File: src/hw/rtl/stack_machine_alu_defines.svh
// Assertion macros for the stack machine ALU.
`ifndef STACK_MACHINE_ALU_DEFINES_SVH
`define STACK_MACHINE_ALU_DEFINES_SVH

// Same-cycle implication, disabled during reset.
`define SMA_ASSERT_NOW(label, ante, cons, msg) \
  label: assert property (@(posedge clk) disable iff (rst) (ante) |-> (cons)) \
    else $error(msg);

// Next-cycle implication, disabled during reset.
`define SMA_ASSERT_NEXT(label, ante, cons, msg) \
  label: assert property (@(posedge clk) disable iff (rst) (ante) |=> (cons)) \
    else $error(msg);

`endif

File: src/hw/rtl/sma_pkg.sv
// Shared types and constants for the stack machine ALU.
package sma_pkg;

  localparam int DATA_W      = 32;
  localparam int STACK_DEPTH = 64;
  localparam int IDX_W       = (STACK_DEPTH > 1) ? $clog2(STACK_DEPTH) : 1;
  localparam int CNT_W       = $clog2(STACK_DEPTH + 1);
  localparam int STEP_W      = $clog2(DATA_W);

  typedef enum logic [2:0] {
    OP_NOP  = 3'd0,
    OP_PUSH = 3'd1,
    OP_SWAP = 3'd2,
    OP_ADD  = 3'd3,
    OP_SUB  = 3'd4,
    OP_DIV  = 3'd5
  } opcode_t;

  typedef enum logic [1:0] {
    ST_OK      = 2'd0,
    ST_UNDER   = 2'd1,
    ST_DIVZERO = 2'd2,
    ST_OVER    = 2'd3
  } status_t;

  typedef enum logic [1:0] {
    ALU_ADD,
    ALU_SUB,
    ALU_DIV
  } alu_op_t;

  typedef enum logic [2:0] {
    S_IDLE,
    S_DISPATCH,
    S_READ,
    S_EXEC,
    S_FINISH
  } ctrl_state_t;

  typedef enum logic [2:0] {
    A_IDLE,
    A_ARITH,
    A_NEG_N,
    A_NEG_D,
    A_STEP,
    A_FIX
  } alu_state_t;

  typedef struct packed {
    logic [2:0]               opcode;
    logic signed [DATA_W-1:0] push_value;
  } in_item_t;

  typedef struct packed {
    logic [1:0]               status;
    logic signed [DATA_W-1:0] top_value;
    logic [6:0]               stack_depth;
  } out_item_t;

  typedef struct packed {
    logic    start;
    alu_op_t op;
  } alu_req_t;

  typedef struct packed {
    logic done;
  } alu_rsp_t;

endpackage

File: src/hw/rtl/sma_alu.sv
// Shared iterative ALU: one adder serves add, sub and a restoring signed divide.
module sma_alu import sma_pkg::*; (
  input  logic              clk,
  input  logic              rst,
  input  alu_req_t          req,
  input  logic [DATA_W-1:0] a,
  input  logic [DATA_W-1:0] b,
  output alu_rsp_t          rsp,
  output logic [DATA_W-1:0] result
);

  alu_state_t          state, state_next;
  alu_op_t             op;
  logic [DATA_W-1:0]   rem;
  logic [DATA_W-1:0]   quo;
  logic [DATA_W-1:0]   dvs;
  logic                a_neg;
  logic                b_neg;
  logic                q_neg;
  logic [STEP_W-1:0]   step;
  logic                done;

  logic [DATA_W-1:0]   add_x;
  logic [DATA_W-1:0]   add_y;
  logic                add_sub;
  logic [DATA_W:0]     sum;
  logic [DATA_W-1:0]   trial;

  assign trial = {rem[DATA_W-2:0], quo[DATA_W-1]};
  assign sum   = {1'b0, add_x} + {1'b0, (add_sub ? ~add_y : add_y)}
               + {{DATA_W{1'b0}}, add_sub};

  always_comb begin
    state_next = state;
    add_x      = '0;
    add_y      = quo;
    add_sub    = 1'b0;
    case (state)
      A_IDLE: begin
        if (req.start) begin
          state_next = (req.op == ALU_DIV) ? A_NEG_N : A_ARITH;
        end
      end
      A_ARITH: begin
        add_x      = quo;
        add_y      = dvs;
        add_sub    = (op == ALU_SUB);
        state_next = A_IDLE;
      end
      A_NEG_N: begin
        add_y      = quo;
        add_sub    = 1'b1;
        state_next = A_NEG_D;
      end
      A_NEG_D: begin
        add_y      = dvs;
        add_sub    = 1'b1;
        state_next = A_STEP;
      end
      A_STEP: begin
        add_x   = trial;
        add_y   = dvs;
        add_sub = 1'b1;
        if (step == STEP_W'(DATA_W - 1)) begin
          state_next = A_FIX;
        end
      end
      A_FIX: begin
        // Pass the quotient through, or negate it when the signs differ.
        add_y      = quo;
        add_sub    = q_neg;
        state_next = A_IDLE;
      end
      default: begin
        state_next = A_IDLE;
      end
    endcase
  end

  always_ff @(posedge clk) begin
    if (rst) begin
      state <= A_IDLE;
      done  <= 1'b0;
      step  <= '0;
    end else begin
      state <= state_next;
      done  <= (state == A_ARITH) || (state == A_FIX);
      if (state == A_NEG_D) begin
        step <= '0;
      end else if (state == A_STEP) begin
        step <= step + STEP_W'(1);
      end
    end
  end

  always_ff @(posedge clk) begin
    case (state)
      A_IDLE: begin
        if (req.start) begin
          op    <= req.op;
          quo   <= a;
          dvs   <= b;
          rem   <= '0;
          a_neg <= a[DATA_W-1];
          b_neg <= b[DATA_W-1];
          q_neg <= a[DATA_W-1] ^ b[DATA_W-1];
        end
      end
      A_ARITH: begin
        result <= sum[DATA_W-1:0];
      end
      A_NEG_N: begin
        if (a_neg) begin
          quo <= sum[DATA_W-1:0];
        end
      end
      A_NEG_D: begin
        if (b_neg) begin
          dvs <= sum[DATA_W-1:0];
        end
      end
      A_STEP: begin
        // Carry out means the trial remainder covers the divisor: keep the difference.
        if (sum[DATA_W]) begin
          rem <= sum[DATA_W-1:0];
          quo <= {quo[DATA_W-2:0], 1'b1};
        end else begin
          rem <= trial;
          quo <= {quo[DATA_W-2:0], 1'b0};
        end
      end
      A_FIX: begin
        result <= sum[DATA_W-1:0];
      end
      default: begin
      end
    endcase
  end

  assign rsp.done = done;

endmodule

File: src/hw/rtl/stack_machine_alu.sv
// Top level of the stack machine ALU: sequencer, operand stack and output register.
//
// Operand-stack execution unit, one instruction per input transaction and one
// result per instruction. The block works on one instruction at a time and
// holds in_stall high until it finishes; a finished result sits in the output
// register, so the next instruction is taken while that result waits. Nop, push
// and any instruction that ends in underflow, overflow or divide by zero go from
// dispatch to finish; swap adds a read step, and add, sub and div add read and
// execute steps. Divide uses the shared ALU's restoring loop, one quotient bit
// per cycle through its single adder, plus operand and sign fix-up steps. The
// top entry lives in a register; the rest of the stack lives in a 64-entry
// memory with one write port and one registered read port.
`include "stack_machine_alu_defines.svh"

module stack_machine_alu import sma_pkg::*; (
  input  logic      clk,
  input  logic      rst,
  input  logic      in_valid,
  output logic      in_stall,
  input  in_item_t  in_item,
  output logic      out_valid,
  input  logic      out_stall,
  output out_item_t out_item
);

  ctrl_state_t       state, state_next;
  logic [2:0]        op_q;
  logic [DATA_W-1:0] val_q;
  logic [DATA_W-1:0] top, top_next;
  logic [CNT_W-1:0]  cnt, cnt_next;
  logic [1:0]        status_q, status_next;

  logic [DATA_W-1:0] mem [STACK_DEPTH];
  logic              mem_we;
  logic [IDX_W-1:0]  mem_waddr;
  logic [DATA_W-1:0] mem_wdata;
  logic [IDX_W-1:0]  mem_raddr;
  logic [DATA_W-1:0] rd_data;

  alu_req_t          alu_req;
  alu_rsp_t          alu_rsp;
  logic [DATA_W-1:0] alu_result;
  logic              out_load;

  assign in_stall  = (state != S_IDLE);
  assign mem_raddr = IDX_W'(cnt - CNT_W'(2));

  sma_alu u_alu (
    .clk    (clk),
    .rst    (rst),
    .req    (alu_req),
    .a      (rd_data),
    .b      (top),
    .rsp    (alu_rsp),
    .result (alu_result)
  );

  always_comb begin
    state_next  = state;
    top_next    = top;
    cnt_next    = cnt;
    status_next = status_q;
    mem_we      = 1'b0;
    mem_waddr   = IDX_W'(cnt - CNT_W'(1));
    mem_wdata   = top;
    alu_req     = '{start: 1'b0, op: ALU_ADD};
    out_load    = 1'b0;
    case (op_q)
      OP_SUB:  alu_req.op = ALU_SUB;
      OP_DIV:  alu_req.op = ALU_DIV;
      default: alu_req.op = ALU_ADD;
    endcase
    case (state)
      S_IDLE: begin
        if (in_valid) begin
          state_next = S_DISPATCH;
        end
      end
      S_DISPATCH: begin
        status_next = ST_OK;
        state_next  = S_FINISH;
        case (op_q)
          OP_PUSH: begin
            if (cnt == CNT_W'(STACK_DEPTH)) begin
              status_next = ST_OVER;
            end else begin
              // Spill the old top into the memory, then take the new value.
              mem_we   = (cnt != '0);
              top_next = val_q;
              cnt_next = cnt + CNT_W'(1);
            end
          end
          OP_SWAP, OP_ADD, OP_SUB, OP_DIV: begin
            if (cnt < CNT_W'(2)) begin
              status_next = ST_UNDER;
            end else if (op_q == OP_DIV && top == '0) begin
              status_next = ST_DIVZERO;
            end else begin
              state_next = S_READ;
            end
          end
          default: begin
          end
        endcase
      end
      S_READ: begin
        if (op_q == OP_SWAP) begin
          mem_we     = 1'b1;
          mem_waddr  = mem_raddr;
          top_next   = rd_data;
          state_next = S_FINISH;
        end else begin
          alu_req.start = 1'b1;
          state_next    = S_EXEC;
        end
      end
      S_EXEC: begin
        if (alu_rsp.done) begin
          top_next   = alu_result;
          cnt_next   = cnt - CNT_W'(1);
          state_next = S_FINISH;
        end
      end
      S_FINISH: begin
        // Hold until the output register is free.
        if (!out_valid || !out_stall) begin
          out_load   = 1'b1;
          state_next = S_IDLE;
        end
      end
      default: begin
        state_next = S_IDLE;
      end
    endcase
  end

  always_ff @(posedge clk) begin
    if (rst) begin
      state     <= S_IDLE;
      cnt       <= '0;
      out_valid <= 1'b0;
    end else begin
      state <= state_next;
      cnt   <= cnt_next;
      if (out_load) begin
        out_valid <= 1'b1;
      end else if (!out_stall) begin
        out_valid <= 1'b0;
      end
    end
  end

  always_ff @(posedge clk) begin
    top      <= top_next;
    status_q <= status_next;
    if (state == S_IDLE && in_valid) begin
      op_q  <= in_item.opcode;
      val_q <= in_item.push_value;
    end
    if (out_load) begin
      out_item.status      <= status_q;
      out_item.top_value   <= (cnt != '0) ? top : '0;
      out_item.stack_depth <= 7'(cnt);
    end
  end

  always_ff @(posedge clk) begin
    if (mem_we) begin
      mem[mem_waddr] <= mem_wdata;
    end
    rd_data <= mem[mem_raddr];
  end

  `SMA_ASSERT_NOW(a_depth_bound, 1'b1, cnt <= CNT_W'(STACK_DEPTH),
    "stack depth beyond capacity")
  `SMA_ASSERT_NOW(a_over_full, out_valid && out_item.status == ST_OVER,
    out_item.stack_depth == 7'(STACK_DEPTH), "overflow reported on a stack that is not full")
  `SMA_ASSERT_NOW(a_under_short, out_valid && out_item.status == ST_UNDER,
    out_item.stack_depth < 7'd2, "underflow reported with two or more entries")
  `SMA_ASSERT_NOW(a_alu_done_exec, alu_rsp.done, state == S_EXEC,
    "ALU finished outside the execute step")
  `SMA_ASSERT_NEXT(a_load_holds, out_load, out_valid && state == S_IDLE,
    "result load did not present a transaction")

endmodule

File: config.mk
export PLATFORM = sky130hd
export DESIGN_NAME = stack_machine_alu
export DESIGN_NICKNAME = d
export VERILOG_FILES = /design/src/hw/rtl/sma_pkg.sv /design/src/hw/rtl/sma_alu.sv /design/src/hw/rtl/stack_machine_alu.sv
export VERILOG_INCLUDE_DIRS = /design/src /design/src/hw/rtl
export SDC_FILE = /design/constraint.sdc
export NUM_CORES = 2
export LEC_CHECK = 0
export BUFFER_PORTS_ARGS = -buffer_cell sky130_fd_sc_hd__buf_2
export CAP_MARGIN = 20
export CORE_ASPECT_RATIO = 0.9
export CORE_MARGIN = 8
export CORE_UTILIZATION = 57
export CTS_CLUSTER_SIZE = 14
export DETAILED_ROUTE_END_ITERATION = 10
export PLACE_DENSITY_LB_ADDON = 0.2
export SETUP_SLACK_MARGIN = 0.4
export SYNTH_ARGS = -nofsm -noshare
export SYNTH_HDL_FRONTEND = slang
export SYNTH_SLANG_ARGS = --single-unit
File: constraint.sdc
create_clock -name clk -period 5.4 [get_ports clk]
set_clock_uncertainty 0.15 [all_clocks]
set_input_delay 0.27 -clock clk [delete_from_list [all_inputs] [get_ports clk]]
set_output_delay 0.27 -clock clk [all_outputs]
set_load 0.03 [all_outputs]
==> flow_summary_export.csv <==
group,metric,value,unit
run,max_cap_violations,0,
routing,drt_iter0_markers,6796,
placement,hpwlAfterDp,132000,µm
floorplanning,io_pins,82,
layout,final_common_cell,"edfxtp_1",
worst_hold_path,min_path_type,"in2reg",
worst_hold_path,holdPathStages,2,
status,status,"completed",
global_routing,gr-total-overflow,0,
clock_network,ctsRootBufferMaster,"clkbuf_16",
worst_hold_path,hold_end,"val_q[18]",
floorplanning,die_h,398,µm
layout,fin_cells,7010,
layout,drive_above_1_share,27.9,%
placement,io_buffers,81,
global_routing,grt_first_pass_wirelength,333000,µm
routing,ant_nets,0,
clock_network,numCtsBuffers,222,
global_routing,grt_start_max_net_pins,125,
logic_synthesis,netlist_area,0.0923,mm²
clock_network,cts_sinks,2342,
pwr,leakagePower,32.8,nW
pwr,power,36.1,mW
sta,setup_viol,0,
global_routing,grt_util_met1,39.1,%
placement,placedCellCount,6515,
layout,final_cell_area,0.105,mm²
clock_network,worstSkewPairLatency,0.84,ns
routing,finalWirelength,233000,µm
placement,gp_congestion,0.857,
floorplanning,dieArea,0.175,mm²
pwr,powerDensity,345,mW/mm²
pwr,ir_drop,0.000354,V
layout,area_growth,13.6,%
sta,slew_headroom,26.5,%
logic_synthesis,synthCells,4335,
pwr,p_comb_share,3.2,%
clock_network,h-tree-depth,4,
sta,worst_slew_pin_slew,1.09,ns
pwr,p_sw,7.37,mW
sta,setup_tns,0,ns
floorplanning,die_w,440,µm
placement,dp_worst_setup_slack,0.296,ns
pwr,internal_power,28.7,mW
routing,wire_per_inst,33.3,µm
logic_synthesis,synth_ff_type,"edfxtp_1",
critical_path,path_class,"reg2reg",
clock_network,cts_tree,"built",
clock_network,clk_pin_slew,0.06,ns
critical_path,reg2reg_slack,0.68,ns
critical_path,r2r_end,"u_alu.dvs[22]",
sta,setup_slack,0.682,ns
critical_path,cp_max_fo,15,
logic_synthesis,synth.distinct_cells,62,
pwr,p_sw_share,20.4,%
global_routing,busiest_layer,"met2",
critical_path,crit_path_end_kind,"register",
logic_synthesis,ys_warn_count,0,
critical_path,reg2reg_depth,16,
clock_network,cts_max_path_buffers,3,
critical_path,r2r-start,"u_alu.state[0]",
global_routing,grt_use_met3,5.39,%
critical_path,crit_path_start_kind,"register",
global_routing,grt_util_all_layers,26.6,%
pwr,clkPwrFrac,41.7,%
routing,firstDrtPassIters,6,
sta,max_freq,0.212,GHz
logic_synthesis,synth_edf_count,2290,
logic_synthesis,synth_nets,4414,
sta,period_needed,4.72,ns
floorplanning,core-area,0.161,mm²
global_routing,first_global_vias,45606,
floorplanning,start_util,57.2,%
routing,vias_per_cell,6.59,
logic_synthesis,ys_ff_latch,2342,
sta,drv_slew,0,
sta,hold_viol,0,
critical_path,critPathArrivalTime,5.12,ns
routing,drcViolationCount,0,
sta,rsz0062_at_grt,"true",
layout,layout_common_cells,"edfxtp_1, mux4_2, clkbuf_16",
logic_synthesis,async_flop_share,0,%
worst_hold_path,worstHoldStart,"in_item[18]",
sta,timing.final.crit_share,87.4,%
global_routing,grt_util_met2,40.3,%
pwr,p_seq_share,55.1,%
logic_synthesis,synth.avg_cell_area,21.3,µm²
floorplanning,row_count,140,
placement,dpl-instance-area,0.0969,mm²
routing,dr_total_vias,46199,
logic_synthesis,yosysSeqAreaShare,75.7,%
layout,layout.nets,4770,
critical_path,critPathRequiredTime,5.80,ns
layout,num-fill-cells,10329,
global_routing,antenna_found_initial,18,
[layout make-up]
type | instances | area (µm²) | area share, %
diodes | 4 | 10.0 | 0.00955
clock buffers | 297 | 6050 | 5.78
clock inverters | 112 | 957 | 0.913
inverters | 44 | 165 | 0.158
multi-input cells | 1716 | 22000 | 21.0
flip-flops and latches | 2342 | 69800 | 66.6
well taps | 2130 | 2670 | 2.54
repair buffers | 365 | 3080 | 2.94
[sequential cells by signal, summed over array words and instances (netlist names), 5 cells and up]
signal and flops:
mem 2048, u_alu.step 5, val_q 32, cnt 7
out_item 41, u_alu.dvs 32, mem_wdata 32, u_alu.quo 32
rd_data 32, u_alu.result 32, u_alu.rem 31
[timing repair]
item / 4_1_cts / 5_1_grt
endpoints found under the hold margin: 96 / 0
pin swaps: 0 / 1
endpoints found under the setup margin: 22 / 44
resized for setup: 3 / 6
cloned: 0 / 0
hold buffers: 71 / 0
buffers inserted: 0 / 9
[layer usage]
| metal | part of all wire (%) | up-vias |
|---|---|---|
| li1 | - | 18811 |
| met1 | 40 | 24402 |
| met4 | 3.8 | 2 |
| met5 | 0.0073 | - |
| met3 | 10 | 365 |
| met2 | 46 | 2619 |
[cell families after synthesis]
family	synth area share, %
buf+inv	1.14
mux	16.9
xor+xnor	0.703
flops	75.7
simple gates	2.47
fa+ha+maj	0.551
compound gates	2.53
[power by group through the flow]
stage | Clock (mW) | Combinational (mW) | Sequential [mW]
global placement | 0 | 1.09 | 20.3
global route | 15.9 | 1.21 | 19.9
detailed placement | 0 | 1.11 | 20.3
floorplan | 0 | 0.614 | 20.3
CTS | 15.2 | 1.15 | 19.9
finish | 15.1 | 1.16 | 19.9
[worst max-delay path by stage]
stage	slack, ns	to	start
6_report	0.68	u_alu.dvs[22]	u_alu.state[0]
5_1_grt	0.39	u_alu.rem[9]	u_alu.state[1]
4_1_cts	0.45	u_alu.rem[9]	u_alu.state[2]
3_5_place_dp	0.30	u_alu.rem[5]	u_alu.state[2]
3_3_place_gp	0.38	u_alu.rem[4]	u_alu.state[2]
2_1_floorplan	-0.08	mem[53][0]	cnt[1]
[cell usage after synthesis, types with 29 or more instances]
library cell | instances | area, µm²
a21oi_1 | 45 | 225
a22oi_1 | 30 | 225
clkbuf_1 | 168 | 631
nor2b_1 | 29 | 181
dfxtp_1 | 52 | 1040
edfxtp_1 | 2290 | 68800
and2_1 | 37 | 231
nor2_1 | 143 | 537
nand2_1 | 177 | 664
o21ai_0 | 125 | 626
xor2_1 | 49 | 429
buf_1 | 52 | 195
mux2i_1 | 93 | 931
ha_1 | 39 | 488
a22o_1 | 30 | 263
mux4_2 | 651 | 14700
inv_1 | 44 | 165
[critical path, cell delays in order, from the launching register on]
cell and delay (ns):
dfxtp_2 0.41, nor2b_1 0.16, o21ai_0 0.29, o21ai_4 0.18
buf_4 0.18, mux2_2 0.28, fa_1 0.46, nor2b_1 0.18
o2111ai_1 0.20, a21oi_2 0.32, o311ai_1 0.22, o31ai_1 0.30
buf_4 0.23, a21oi_1 0.07, o21bai_1 0.17, xor2_1 0.42
o21ai_0 0.20
[per-stage QoR]
step,hold WS (ns),util (%)
final,0.0630,65.0
after global routing,0.0315,64.9
after CTS,0.00761,64.9
after detailed placement,0.299,60.1
after global placement,0.297,60.1
after floorplan,0.189,-
Power figures use the tool's default switching activity.
